### config.mk
export PLATFORM = sky130hd
export DESIGN_NAME = four_digit_seven_segment_driver
export DESIGN_NICKNAME = d
export VERILOG_FILES = /design/src/rtl/core/sevseg_pkg.sv /design/src/rtl/core/four_digit_seven_segment_driver.sv
export SDC_FILE = /design/constraint.sdc
export NUM_CORES = 1
export LEC_CHECK = 0
export BUFFER_PORTS_ARGS = -buffer_cell sky130_fd_sc_hd__buf_2
export CORE_ASPECT_RATIO = 0.5
export CORE_MARGIN = 2
export CORE_UTILIZATION = 50
export CTS_BUF_LIST = sky130_fd_sc_hd__clkbuf_8
export CTS_CLUSTER_DIAMETER = 80
export DETAILED_ROUTE_END_ITERATION = 7
export MAX_ROUTING_LAYER = met4
export PLACE_DENSITY = 0.67
export SLEW_MARGIN = 20
export SYNTH_ARGS = -nofsm -noshare
export SYNTH_HDL_FRONTEND = slang
export SYNTH_SLANG_ARGS = --single-unit
### constraint.sdc
create_clock -name i_clk -period 9.85 [get_ports i_clk]
set_clock_uncertainty 0.1 [all_clocks]
set_input_delay 0.985 -clock i_clk [delete_from_list [all_inputs] [get_ports i_clk]]
set_output_delay 0.985 -clock i_clk [all_outputs]
set_load 0.05 [all_outputs]
### src/rtl/core/sevseg_pkg.sv
// Shared types, constants and glyph table for the seven-segment display driver.
package sevseg_pkg;

    localparam int DIGITS     = 4;
    localparam int IDX_W      = $clog2(DIGITS);
    localparam int SEG_W      = 8;
    localparam int VAL_W      = 16;
    localparam int FD_W       = 2;
    localparam int KIND_W     = 2;
    localparam int PERIOD_W   = 16;
    localparam int MAG_W      = 14;
    localparam int IN_DATA_W  = 24;
    localparam int OUT_DATA_W = 16;

    localparam logic [SEG_W-1:0] SEG_BLANK = 8'h00;
    localparam logic [SEG_W-1:0] SEG_MINUS = 8'h40;
    localparam logic [SEG_W-1:0] SEG_POINT = 8'h80;

    localparam logic [PERIOD_W-1:0] PERIOD_RESET = 16'd2;

    localparam logic signed [VAL_W-1:0] VAL_POS_LIMIT = 16'sd10000;
    localparam logic signed [VAL_W-1:0] VAL_NEG_LIMIT = -16'sd1000;

    // Reciprocal constants: q = (m * R) >> S is exact for m < 10000.
    localparam int RECIP10_W    = 13;
    localparam int RECIP100_W   = 13;
    localparam int RECIP1000_W  = 14;
    localparam logic [RECIP10_W-1:0]   RECIP10   = 13'd6554;
    localparam logic [RECIP100_W-1:0]  RECIP100  = 13'd5243;
    localparam logic [RECIP1000_W-1:0] RECIP1000 = 14'd8389;
    localparam int SHIFT10   = 16;
    localparam int SHIFT100  = 19;
    localparam int SHIFT1000 = 23;

    localparam int Q1_W = 10;   // m / 10
    localparam int Q2_W = 7;    // m / 100
    localparam int Q3_W = 4;    // m / 1000

    typedef enum logic [KIND_W-1:0] {
        KIND_TICK  = 2'd0,
        KIND_INT   = 2'd1,
        KIND_FIXED = 2'd2
    } t_kind;

    typedef logic [SEG_W-1:0] t_seg;

    function automatic t_seg glyph(input logic [3:0] d);
        t_seg g;
        unique case (d)
            4'd0:    g = 8'h3F;
            4'd1:    g = 8'h06;
            4'd2:    g = 8'h5B;
            4'd3:    g = 8'h4F;
            4'd4:    g = 8'h66;
            4'd5:    g = 8'h6D;
            4'd6:    g = 8'h7D;
            4'd7:    g = 8'h07;
            4'd8:    g = 8'h7F;
            4'd9:    g = 8'h6F;
            default: g = SEG_BLANK;
        endcase
        return g;
    endfunction

endpackage

### src/rtl/core/four_digit_seven_segment_driver.sv
// Four-digit multiplexed seven-segment driver: decimal conversion, patterns and scan.
//
// Takes one item per clock unless the input stalls. An item passes an input register,
// a stage that forms the decimal quotients by constant reciprocal multiplies, and a
// stage that updates the digit patterns, the refresh divider and the scan index, which
// writes a scan result into the output register. Input stalls only when a scan result
// is ready while the output register still holds an untaken result and the two buffer
// stages are full. refresh_period must be written only while the block is idle; the
// block does not enforce it. A value of zero gives one scan step every 65536 ticks.
module four_digit_seven_segment_driver (
    input  logic                              i_clk,
    input  logic                              i_rst_n,
    input  logic                              i_cfg_wr_en,
    input  logic [sevseg_pkg::PERIOD_W-1:0]   i_cfg_wr_data,
    input  logic                              s_axis_tvalid,
    output logic                              s_axis_tready,
    input  logic [sevseg_pkg::IN_DATA_W-1:0]  s_axis_tdata,   // value[15:0], frac_cnt[17:16]
    input  logic [sevseg_pkg::KIND_W-1:0]     s_axis_tuser,   // kind[1:0]
    output logic                              m_axis_tvalid,
    input  logic                              m_axis_tready,
    output logic [sevseg_pkg::OUT_DATA_W-1:0] m_axis_tdata    // segments[7:0], digit_select[11:8]
);
    import sevseg_pkg::*;

    // input register
    logic                    r_in_valid;
    t_kind                   r_in_kind;
    logic signed [VAL_W-1:0] r_in_value;
    logic [FD_W-1:0]         r_in_fd;

    // quotient stage
    logic              r_a_valid;
    t_kind             r_a_kind;
    logic [FD_W-1:0]   r_a_fd;
    logic              r_a_neg;
    logic              r_a_ok;
    logic [MAG_W-1:0]  r_a_mag;
    logic [Q1_W-1:0]   r_a_q1;
    logic [Q2_W-1:0]   r_a_q2;
    logic [Q3_W-1:0]   r_a_q3;

    // display state
    t_seg                r_pat [DIGITS];
    t_seg                n_pat [DIGITS];
    logic [IDX_W-1:0]    r_scan, n_scan;
    logic [PERIOD_W-1:0] r_div, n_div;
    logic [PERIOD_W-1:0] r_period;

    // output register
    logic                r_out_valid;
    t_seg                r_out_seg;
    logic [DIGITS-1:0]   r_out_sel;

    logic a_move, b_fire, emit;
    t_seg              w_seg;
    logic [DIGITS-1:0] w_sel;

    // ---------------- quotient stage logic ----------------
    logic [VAL_W-1:0]                 w_abs;
    logic [MAG_W-1:0]                 w_mag;
    logic [MAG_W+RECIP10_W-1:0]       w_p1;
    logic [MAG_W+RECIP100_W-1:0]      w_p2;
    logic [MAG_W+RECIP1000_W-1:0]     w_p3;
    logic                             w_ok_pos, w_ok_neg, w_ok;

    assign w_abs = r_in_value[VAL_W-1] ? VAL_W'(-r_in_value) : VAL_W'(r_in_value);
    assign w_mag = w_abs[MAG_W-1:0];
    assign w_p1  = (MAG_W+RECIP10_W)'(w_mag) * (MAG_W+RECIP10_W)'(RECIP10);
    assign w_p2  = (MAG_W+RECIP100_W)'(w_mag) * (MAG_W+RECIP100_W)'(RECIP100);
    assign w_p3  = (MAG_W+RECIP1000_W)'(w_mag) * (MAG_W+RECIP1000_W)'(RECIP1000);

    assign w_ok_pos = !r_in_value[VAL_W-1] && (r_in_value < VAL_POS_LIMIT);
    assign w_ok_neg = r_in_value[VAL_W-1] && (r_in_value > VAL_NEG_LIMIT);

    always_comb begin
        w_ok = 1'b0;
        unique case (r_in_kind)
            KIND_INT:   w_ok = w_ok_pos || w_ok_neg;
            KIND_FIXED: w_ok = (w_ok_pos && r_in_fd != 2'd0)
                            || (w_ok_neg && (r_in_fd == 2'd1 || r_in_fd == 2'd2));
            default:    w_ok = 1'b0;
        endcase
    end

    // ---------------- update stage logic ----------------
    logic [3:0]      d0, d1, d2, d3;
    logic [MAG_W-1:0] w_r0;
    logic [Q1_W-1:0]  w_r1;
    logic [Q2_W-1:0]  w_r2;
    logic [PERIOD_W-1:0] w_div_inc;
    logic [IDX_W-1:0]    w_idx;
    logic                blank3, blank2, blank1;

    assign w_r0 = r_a_mag - MAG_W'(r_a_q1) * MAG_W'(10);
    assign w_r1 = r_a_q1 - Q1_W'(r_a_q2) * Q1_W'(10);
    assign w_r2 = r_a_q2 - Q2_W'(r_a_q3) * Q2_W'(10);
    assign d0 = w_r0[3:0];
    assign d1 = w_r1[3:0];
    assign d2 = w_r2[3:0];
    assign d3 = r_a_q3;

    assign blank3 = (r_pat[3] == SEG_BLANK);
    assign blank2 = (r_pat[2] == SEG_BLANK);
    assign blank1 = (r_pat[1] == SEG_BLANK);
    assign w_div_inc = r_div + PERIOD_W'(1);

    // scan index wraps early while the upper digits are blank
    always_comb begin
        priority if (blank3 && blank2 && blank1) begin
            w_idx = '0;
        end else if (blank3 && blank2) begin
            w_idx = {1'b0, r_scan[0]};
        end else if (blank3) begin
            w_idx = (r_scan == IDX_W'(3)) ? '0 : r_scan;
        end else begin
            w_idx = r_scan;
        end
    end

    always_comb begin
        n_pat  = r_pat;
        n_scan = r_scan;
        n_div  = r_div;
        emit   = 1'b0;
        w_seg  = r_pat[w_idx];
        w_sel  = DIGITS'(1) << w_idx;
        unique case (r_a_kind)
            KIND_TICK: begin
                n_div = w_div_inc;
                if (w_div_inc == r_period) begin
                    emit   = 1'b1;
                    n_div  = '0;
                    n_scan = w_idx + IDX_W'(1);
                end
            end
            KIND_INT: begin
                if (r_a_ok) begin
                    n_pat[0] = glyph(d0);
                    if (!r_a_neg) begin
                        n_pat[1] = (r_a_q1 != '0) ? glyph(d1) : SEG_BLANK;
                        n_pat[2] = (r_a_q2 != '0) ? glyph(d2) : SEG_BLANK;
                        n_pat[3] = (r_a_q3 != '0) ? glyph(d3) : SEG_BLANK;
                    end else if (r_a_q1 == '0) begin
                        n_pat[1] = SEG_MINUS;
                        n_pat[2] = SEG_BLANK;
                        n_pat[3] = SEG_BLANK;
                    end else if (r_a_q2 == '0) begin
                        n_pat[1] = glyph(d1);
                        n_pat[2] = SEG_MINUS;
                        n_pat[3] = SEG_BLANK;
                    end else begin
                        n_pat[1] = glyph(d1);
                        n_pat[2] = glyph(d2);
                        n_pat[3] = SEG_MINUS;
                    end
                end
            end
            KIND_FIXED: begin
                if (r_a_ok) begin
                    n_pat[0] = glyph(d0);
                    n_pat[1] = glyph(d1);   // zero pad up to the units digit
                    if (!r_a_neg) begin
                        n_pat[2] = (r_a_q2 != '0 || r_a_fd >= 2'd2) ? glyph(d2) : SEG_BLANK;
                        n_pat[3] = (r_a_q3 != '0 || r_a_fd == 2'd3) ? glyph(d3) : SEG_BLANK;
                    end else if (r_a_q2 != '0) begin
                        n_pat[2] = glyph(d2);
                        n_pat[3] = SEG_MINUS;
                    end else begin
                        n_pat[2] = (r_a_fd == 2'd1) ? SEG_MINUS : glyph(4'd0);
                        n_pat[3] = (r_a_fd == 2'd2) ? SEG_MINUS : SEG_BLANK;
                    end
                    n_pat[r_a_fd] = n_pat[r_a_fd] | SEG_POINT;
                end
            end
            default: begin
            end
        endcase
    end

    // ---------------- flow control ----------------
    assign b_fire        = r_a_valid && !(emit && r_out_valid && !m_axis_tready);
    assign a_move        = !r_a_valid || b_fire;
    assign s_axis_tready = !r_in_valid || a_move;

    assign m_axis_tvalid = r_out_valid;
    assign m_axis_tdata  = {{(OUT_DATA_W-SEG_W-DIGITS){1'b0}}, r_out_sel, r_out_seg};

    always_ff @(posedge i_clk) begin
        if (!i_rst_n) begin
            r_in_valid  <= 1'b0;
            r_a_valid   <= 1'b0;
            r_out_valid <= 1'b0;
            r_scan      <= '0;
            r_div       <= '0;
            r_period    <= PERIOD_RESET;
            for (int i = 0; i < DIGITS; i++) begin
                r_pat[i] <= SEG_BLANK;
            end
        end else begin
            if (i_cfg_wr_en) begin
                r_period <= i_cfg_wr_data;
            end
            if (s_axis_tready) begin
                r_in_valid <= s_axis_tvalid;
            end
            if (a_move) begin
                r_a_valid <= r_in_valid;
            end
            if (b_fire) begin
                r_pat  <= n_pat;
                r_scan <= n_scan;
                r_div  <= n_div;
            end
            if (b_fire && emit) begin
                r_out_valid <= 1'b1;
            end else if (m_axis_tready) begin
                r_out_valid <= 1'b0;
            end
        end
    end

    // payload registers
    always_ff @(posedge i_clk) begin
        if (s_axis_tready && s_axis_tvalid) begin
            r_in_kind  <= t_kind'(s_axis_tuser);
            r_in_value <= s_axis_tdata[VAL_W-1:0];
            r_in_fd    <= s_axis_tdata[VAL_W+FD_W-1:VAL_W];
        end
        if (a_move && r_in_valid) begin
            r_a_kind <= r_in_kind;
            r_a_fd   <= r_in_fd;
            r_a_neg  <= r_in_value[VAL_W-1];
            r_a_ok   <= w_ok;
            r_a_mag  <= w_mag;
            r_a_q1   <= w_p1[SHIFT10+Q1_W-1:SHIFT10];
            r_a_q2   <= w_p2[SHIFT100+Q2_W-1:SHIFT100];
            r_a_q3   <= w_p3[SHIFT1000+Q3_W-1:SHIFT1000];
        end
        if (b_fire && emit) begin
            r_out_seg <= w_seg;
            r_out_sel <= w_sel;
        end
    end

    // ---------------- assertions ----------------
    a_sel_onehot: assert property (@(posedge i_clk) disable iff (!i_rst_n)
        r_out_valid |-> $onehot(r_out_sel))
        else $error("digit select not one-hot");

    a_div_cleared: assert property (@(posedge i_clk) disable iff (!i_rst_n)
        (b_fire && emit) |=> (r_div == '0))
        else $error("divider not cleared after scan step");

    a_no_overwrite: assert property (@(posedge i_clk) disable iff (!i_rst_n)
        (r_out_valid && !m_axis_tready) |=> (r_out_valid && $stable(r_out_seg)
                                             && $stable(r_out_sel)))
        else $error("pending result overwritten");

    a_scan_skip: assert property (@(posedge i_clk) disable iff (!i_rst_n)
        (b_fire && emit && blank3) |-> !w_sel[3])
        else $error("blank top digit scanned");

endmodule

; ---- Word-level counts from Yosys, hierarchy flattened
; Memories as Yosys holds them, arrays and structs flattened. A register that Yosys moved wholly into a read port is not among the register bits.
; Index checks and enable logic that the tools add are counted.
[totals]
romBits = 1344
input_bits = 47
mem_count = 12
wordCells = 152
reg_bits = 132
[mem_list]
columns = name, depth, width, read_ports, rd_ports_with_merged_regs, wr, line_no
row1 = (no name shown), 16, 7, 1, 0, 0, sevseg_pkg.sv:49  ; unique case (d)
row2 = (no name shown), 16, 7, 1, 0, 0, sevseg_pkg.sv:49
row3 = (no name shown), 16, 7, 1, 0, 0, sevseg_pkg.sv:49
row4 = (no name shown), 16, 7, 1, 1, 0, sevseg_pkg.sv:49
row5 = (no name shown), 16, 7, 1, 0, 0, sevseg_pkg.sv:49
row6 = (no name shown), 16, 7, 1, 0, 0, sevseg_pkg.sv:49
row7 = +6 memories, -, -, -, -, -, -
[op_classes]
n_shift = 1
n_reduce_logical = 40
n_eq_ne = 13
n_addsub = 6
mul = 6
muxes = 43
magnitude_cmp = 6
bitwise = 2
[ops]
columns = op, n
row1 = 2-to-1 mux 8 bit, 12
row2 = 2-to-1 mux 16 bit, 5
row3 = 2-to-1 mux 24 bit, 3
row4 = 2-to-1 mux 32 bit, 2
row5 = case mux 32 bit (2 select lines), 1
row6 = binary-select mux 8 bit (select 2 bit), 2
row7 = bitwise mux 32 bit, 1
row8 = 2-to-1 mux 7 bit, 4
row9 = multiplier 14 x 14 -> 27 bit (second input constant), 1
row10 = multiplier 14 x 13 -> 26 bit (second input constant), 1
row11 = multiplier 14 x 12 -> 25 bit (second input constant), 1
row12 = logical NOT 8 bit, 3
row13 = adder 16 x 1 -> 16 bit (second input constant), 1
row14 = demux 8 bit (select 2 bit), 1
row15 = equality test 16 bit, 1
row16 = > comparator 16 x 11 -> 1 bit (second input constant), 1
row17 = < comparator 16 x 15 -> 1 bit (second input constant), 1
row18 = 2-to-1 mux 14 bit, 1
row19 = negator 14 bit, 1
row20 = logical AND 1 bit, 13
row21 = equality test 2 bit (second input constant), 6
row22 = subtractor 4 bit, 3
row23 = logical NOT 10 bit, 1
row24 = multiplier 10 x 3 -> 3 bit (second input constant), 1
row25 = other kinds (25), 50

; ---- Logic depth before layout (Yosys ltp)
; Gate-level depths: netlist of run 1.
; An unclocked memory read counts as a cell.
[depth]
word_depth = 13
depth_mapped = 29
mapped_depth_nobuf = 29

; ---- Least setup slack after synthesis of run 1
; OpenSTA, ideal clock, no wires.
[synth_path]
kind = flip-flop to flip-flop
start = reg r_in_value[0]
end = reg (tool-made name)
setup_slack_ns = 2.444
path_buffers = 0
t_arrival_ns = 7.231
t_required_ns = 9.676
stages_incl_launch_ff = 29
synth_period_minus_slack_ns = 7.406
path_cell_list = edfxtp_1 -> inv_1 -> ha_1 -> or3b_2 -> nand2b_1 -> nand2_1 -> xor2_1 -> xnor2_1 -> inv_1 -> ha_1 -> ha_1 -> inv_1 -> fa_1 -> inv_1 -> fa_1 -> ha_1 -> ha_1 -> a211oi_1 -> nor2_1 -> a2111oi_0 -> a211oi_1 -> o211ai_1 -> nand3_1 -> mux2i_1 -> ha_1 -> inv_1 -> mux2_2 -> mux2_2 -> o21ai_0
[synth_rtl]
columns = element, line_no
row1 = from (decl), four_digit_seven_segment_driver.sv:28  ; logic signed [VAL_W-1:0] r_in_value;
row2 = from (signal assigned), four_digit_seven_segment_driver.sv:226  ; r_in_value <= s_axis_tdata[VAL_W-1:0];

; ---- Final worst setup path of run 1
[layout_path]
start = reg r_in_value[0]
end = reg r_a_q1[9] (data pin)
[layout_between]
elab_chain_len = 3
[layout_lines]
columns = element, line_no
row1 = negator 14 bit, four_digit_seven_segment_driver.sv:66  ; assign w_abs = r_in_value[VAL_W-1] ? VAL_W'(-r_in_value) : VAL_W'(r_in_value);
row2 = 2-to-1 mux 14 bit (*), four_digit_seven_segment_driver.sv:66
row3 = multiplier 14 x 12 -> 25 bit (*), four_digit_seven_segment_driver.sv:68  ; assign w_p1 = (MAG_W+RECIP10_W)'(w_mag) * (MAG_W+RECIP10_W)'(RECIP10);
row4 = net w_p1[25], four_digit_seven_segment_driver.sv:61  ; logic [MAG_W+RECIP10_W-1:0] w_p1;
row5 = to (signal assigned), four_digit_seven_segment_driver.sv:235  ; r_a_q1 <= w_p1[SHIFT10+Q1_W-1:SHIFT10];
row6 = to (decl), four_digit_seven_segment_driver.sv:38  ; logic [Q1_W-1:0] r_a_q1;
; The timed path passes the listed nets; every way through them passes the cells marked *.
; A chain may end at the register's enable or synchronous reset.

==> metrics.cfg, run 1 <==
[status]
outcome=finished, final reports clean

[placed_design]
gp_congestion=0.9140
dp_hpwl_um=27520
port_buffers=54

[die]
die-height_um=127.1
die_x_um=250.1
start_util_pct=51.52
boundaryPins=65
coreArea_sq_um=29400
dieArea_sq_um=31780
std_cell_rows=44

[sta]
worst_slew_pin_slew_ps=991.3
drv_slew=0
slew_headroom_pct=33.44
hold_violations=0
finalSetupViolCount=0
fin_crit_sh_pct=85.95
fmax_ghz=0.1181
period_needed_ps=8466
rsz0062_at_grt=no
fin_tns_setup_ps=0

[clock_network]
clockBufferDepth=2
cts_hold_buf=0
clkSinkCount=139
cts_made_buffers=17
cts_resized=0
clk_pin_slew_ps=90
cts-root-buf=clkbuf_8
cts_tree=done
postCtsSetupBuffers=0
clk_latency_ps=460
h-tree-depth=4

[yosys]
synthArstFlopShare_pct=0
synth_top_cell_by_area=ha_1
synth_area_per_cell_sq_um=9.513
ys_seq_area_share_pct=22.54
syn_area_sq_um=15140
ys_ff_latch=139
ys_warn_count=0
ys_top_cells_by_area=ha_1, fa_1, edfxtp_1
synthCells=1592
ys_top_cells_by_count=inv_1, ha_1, fa_1
synth_cell_types=78
synth_edf_count=63
synth.most_common_cell=inv_1
synthFlopType=dfxtp_1
synth_top_area_share_pct=21.48

[critical_path]
max_stage_delay_ps=800
path_max_fanout=12
endpoint_kind=register
worstSetupPathType=register to register
critPathArrivalTime_ps=8580
slowest_stage=a2111oi_0
crit_chain=inv_1 -> ha_1 -> or3b_2 -> nand2b_1 -> nand2_1 -> xor2_1 -> buf_4 -> clkinv_1 -> ha_1 -> inv_1 -> fa_1 -> inv_1 -> fa_1 -> fa_1 -> ha_1 -> a2111oi_0 -> nand2_1 -> a21oi_1 -> o31ai_1 -> o41ai_1 -> o21bai_1 -> a21o_1 -> a21oi_1 -> xnor2_1
worstPathRequired_ps=9970
startpoint_type=register

[detailed_routing]
via_per_inst=5.432
drcViolationCount=0
vias=11080
drtIter0Drc=665
routed_wl_um=33770
wl_per_cell_um=16.56
dr.pass1.iters=7
ant_nets=0

[global_routing]
grt_pass1_vias=11280
grt_pass1_wl_um=56430
grt_overflow_total=0
top_usage_layer=met2
grt_start_max_net_pins=70
grt_use_met1_pct=29.52
grt.met2_usage_pct=38.61
use_met3_pct=2.975
grt_use_total_pct=22.84
antenna_found_initial=2

[cells_and_area]
drive_above_1_share_pct=7.888
nets=2072
n_antenna_cell=0
synthToLayoutAreaGrowth_pct=7.576

[min_path]
hp-class=register to register

[job]
max_cap_violations=0

critical path, delay by kind of cell (launching register included):
kind | cells | cell delay [ps]
flip-flops | 1 | 730
adder cells (fa/ha/maj) | 6 | 2470
AND/OR/NAND/NOR | 4 | 910
buffers and inverters | 5 | 1090
XOR/XNOR | 2 | 670
AO/OA/AOI/OAI | 7 | 2220
layout by cell type, fill, tap and decap left out, types with 49 or more instances in the layout:
cell type and count:
inv_1 301, buf_2 54, ha_1 260, nor2b_1 49, dfxtp_1 76, a21oi_1 60, xnor2_1 55, edfxtp_1 63
o21ai_0 52, nor2_1 74, nand2_1 88, fa_1 130
path summary, 6_finish.rpt:
kind	startpoint	to	slack (ps)	cells after the start
worst max-delay path	r_in_value[0]$_DFFE_PP_	r_a_q1[9]$_DFFE_PP_	1380	24
worst max register to register	r_in_value[0]$_DFFE_PP_	r_a_q1[9]$_DFFE_PP_	1380	24
worst min register to register	r_pat[25]$_SDFFE_PN0P_	r_pat[25]$_SDFFE_PN0P_	370	2
worst min-delay path	r_pat[25]$_SDFFE_PN0P_	r_pat[25]$_SDFFE_PN0P_	370	2
per-layer routing:
layer,vias up,wire length (um)
li1,5456,-
met1,5359,15770
met2,231,16130
met3,30,1421
met4,0,450
met5,-,0
sequential cells by signal, summed over array words and instances, names as in the netlist, named ones only:
name / count
r_in_valid: 1
r_in_kind: 2
r_a_q1: 10
r_in_value: 16
r_pat: 32
r_div: 16
r_period: 16
r_a_mag: 4
r_a_valid: 1
d3: 4
m_axis_tvalid: 1
r_scan: 2
r_out_sel: 4
r_a_kind: 2
r_a_fd: 2
r_a_ok: 1
r_a_neg: 1
r_in_fd: 2
r_out_seg: 8
r_a_q2: 7
kinds of logic after synthesis:
kind of cell / count (synthesis) / share of synthesized area [%]
simple gates: 350 / 11.91
buf+inv: 350 / 8.906
mux: 30 / 2.057
compound gates: 255 / 11.39
other cells: 1 / 0.02476
fa+ha+maj: 390 / 38.66
flops: 139 / 22.54
xor+xnor: 77 / 4.503
layout make-up:
type	count	area, sq um
Inverter	303	1137
Clock buffer	19	261.5
Sequential cell	139	3413
Timing Repair Buffer	68	375.4
Fill cell	2582	13110
Multi-Input combinational cell	1106	10420
Clock inverter	13	198.9
Tap cell	391	489.2
per-stage QoR:
| step | cell area (sq um) | hold slack [ps] | setup WS, ps | cells | util, % |
|---|---|---|---|---|---|
| floorplan | 15160 | 324.4 | 2444 | 1595 | - |
| global placement | 15820 | 354.3 | 1556 | 2007 | 53.81 |
| detailed placement | 15820 | 359.1 | 1485 | 2007 | 53.83 |
| CTS | 16280 | 372.0 | 1444 | 2039 | 55.39 |
| global route | 16290 | 398.6 | 939.4 | 2039 | 55.42 |
| finish | 16290 | 368.9 | 1384 | 2039 | 55.42 |
Power of run 1 is not shown: default switching activity piles up to over one toggle a cycle in this logic, so the estimate is an artifact.
==> run 2: changes to the inputs <==
--- a/config.mk
+++ b/config.mk
@@ -11,9 +11,10 @@
 export CORE_UTILIZATION = 50
 export CTS_BUF_LIST = sky130_fd_sc_hd__clkbuf_8
 export CTS_CLUSTER_DIAMETER = 80
+export CTS_CLUSTER_SIZE = 12
 export DETAILED_ROUTE_END_ITERATION = 7
 export MAX_ROUTING_LAYER = met4
-export PLACE_DENSITY = 0.67
+export PLACE_DENSITY = 0.69
 export SLEW_MARGIN = 20
 export SYNTH_ARGS = -nofsm -noshare
 export SYNTH_HDL_FRONTEND = slang
==> constraint.sdc (replaced) <==
create_clock -name i_clk -period 6.9 [get_ports i_clk]
set_clock_uncertainty 0.1 [all_clocks]
set_input_delay 0.69 -clock i_clk [delete_from_list [all_inputs] [get_ports i_clk]]
set_output_delay 0.69 -clock i_clk [all_outputs]
set_load 0.05 [all_outputs]
==> metrics.cfg, run 2 (synthesis gave the netlist of run 1 again) <==
[placed_design]
port_buffers=54  ; unchanged
dp_slack_ps=-464.4  ; -1949 ps
dp_hpwl_um=27240  ; -1.0%
gp_congestion=0.9089  ; -0.56%

[global_routing]
use_met3_pct=3.158  ; +0.18 points
grt_use_met1_pct=29.56  ; +0.039 points
grt_pass1_wl_um=55970  ; -0.81%
grt_start_max_net_pins=70  ; unchanged
grt_pass1_vias=11410  ; +1.2%
antenna_found_initial=0  ; -2
grt_use_total_pct=22.63  ; -0.22 points
grt_overflow_total=0  ; unchanged
top_usage_layer=met2
grt.met2_usage_pct=37.75  ; -0.87 points

[sta]
fmax_ghz=0.1482  ; +25%
worst_slew_pin_slew_ps=1014  ; +23.00 ps
layout_setup_ws_ps=152.7  ; -1232 ps
fin_crit_sh_pct=97.79  ; +12 points
hold_violations=0  ; unchanged
slew_headroom_pct=32.13  ; -1.3 points
rsz0062_at_grt=yes
drv_slew=0  ; unchanged
finalSetupViolCount=0  ; unchanged
fin_tns_setup_ps=0  ; unchanged
period_needed_ps=6747  ; -1718 ps

[critical_path]
crit_chain=or3_4 -> or2_4 -> or4b_4 -> o31ai_4 -> xor2_4 -> fa_2 -> ha_4 -> inv_2 -> fa_1 -> inv_2 -> fa_1 -> inv_2 -> fa_1 -> inv_2 -> ha_4 -> a21o_1 -> a21o_1 -> a21oi_2 -> nand3b_1 -> o21a_1 -> a41o_1 -> o21a_1 -> nor2_2 -> xnor2_1
max_stage_delay_ps=540  ; -260 ps
timing.rr.end=r_a_q2[5]$_DFFE_PP_
slowest_stage=or4b_4
reg2reg_from=r_in_value[0]$_DFFE_PP_
startpoint_type=register
crit_top_cell=inv_2
r2r_cells=24  ; unchanged
critPathArrivalTime_ps=6860  ; -1720 ps
path_max_fanout=4  ; -8
worstPathRequired_ps=7010  ; -2960 ps
crit_family=adder cells
endpoint_kind=register
cp_num_buf_inv=4  ; -1
r2r_slack_ps=150  ; -1230 ps
worstSetupPathType=register to register

[cells_and_area]
synthToLayoutAreaGrowth_pct=17.20
largest-register=r_pat
n_antenna_cell=0  ; unchanged
final_common_cell=inv_1
nets=2159  ; +4.2%
layout_common_cells=inv_1, ha_1, fa_1
largest_reg_flops=32  ; unchanged
drive_above_1_share_pct=18.21  ; +10 points

[clock_network]
clkSinkCount=139  ; unchanged
clk_latency_ps=460  ; about the same
clockBufferDepth=2  ; unchanged
clk_pin_slew_ps=90  ; about the same
cts_hold_buf=0  ; unchanged
cts-root-buf=clkbuf_8
cts_made_buffers=17  ; unchanged
h-tree-depth=4  ; unchanged
cts_tree=done

[die]
dieArea_sq_um=31780  ; unchanged
die_x_um=250.1  ; unchanged
boundaryPins=65  ; unchanged
coreArea_sq_um=29400  ; unchanged
die-height_um=127.1  ; unchanged
std_cell_rows=44  ; unchanged
start_util_pct=51.52  ; unchanged

[detailed_routing]
dr.pass1.iters=7  ; unchanged
drcViolationCount=0  ; unchanged
wl_per_cell_um=16.30  ; -1.6%
vias=11480  ; +3.7%
routed_wl_um=34660  ; +2.6%
ant_nets=0  ; unchanged
via_per_inst=5.400  ; -0.59%
drtIter0Drc=676  ; +1.7%

[min_path]
hold_end=r_in_value[7]$_DFFE_PP_
hp-class=input port to register
holdCritStartpoint=s_axis_tdata[7]
hold_depth=1  ; -1

[job]
max_cap_violations=0  ; unchanged

[status]
outcome=finished, final reports clean

-- run 2: cell types whose count changed in the layout (fill, tap and decap cells not counted), sizes merged --
cell	before	now
clkinv	3	8
bufinv	4	2
clkbuf	19	17
inv	309	308
buf	68	155
-- run 2: cell type report --
class / count / area, sq um
clock buffers: 17 / 234.0
clock inverters: 15 / 146.4
fillers: 2502 / 11650
inverters: 303 / 1146
multi-input cells: 1106 / 11260
flip-flops and latches: 139 / 3413
well taps: 391 / 489.2
repair buffers: 155 / 1060
-- run 2: worst max-delay path by stage --
stage	cells past startpoint	slack (ps)	end	start
after global routing	27	-100	r_a_q1[9]$_DFFE_PP_	r_in_value[0]$_DFFE_PP_
after detailed placement	25	-460	r_a_q1[9]$_DFFE_PP_	r_in_value[0]$_DFFE_PP_
after floorplan	26	5	register	r_in_value[0]$_DFFE_PP_
after global placement	25	-340	r_a_q1[9]$_DFFE_PP_	r_in_value[0]$_DFFE_PP_
after CTS	26	20	register	r_in_value[0]$_DFFE_PP_
final	24	150	r_a_q2[5]$_DFFE_PP_	r_in_value[0]$_DFFE_PP_
-- run 2: per-layer routing --
layer	part of all wire [%]	vias up
met2	48	230
met4	1.8	0
met5	0	-
li1	-	5638
met1	46	5563
met3	3.5	50
-- run 2: timing repair --
item / CTS / global route
pin swaps: 4 / 65
setup endpoints to repair: 13 / 16
hold endpoints to repair: 0 / 0
gates resized for setup: 18 / 89
buffers inserted: 4 / 16
-- run 2: worst reg2reg max path: cells and delay by family, from the launching register on --
kind                     cells  cell delay [ps]
buffers and inverters        4              160
flip-flops                   1              470
XOR/XNOR                     2              350
adder cells (fa/ha/maj)      6             2560
AO/OA/AOI/OAI                7             1440
AND/OR/NAND/NOR              5             1420
-- run 2: through the flow --
stage / cell area, sq um / utilization, % / hold WS, ps / cells
after floorplan: 15350 / - / 324.4 / 1595
after detailed placement: 16520 / 56.21 / 354.3 / 2074
after CTS: 17030 / 57.93 / 286.6 / 2110
final: 17750 / 60.38 / 312.4 / 2126
after global placement: 16520 / 56.20 / 348.3 / 2074
after global routing: 17750 / 60.38 / 286.7 / 2126
Power of run 2 is left out for the same reason.
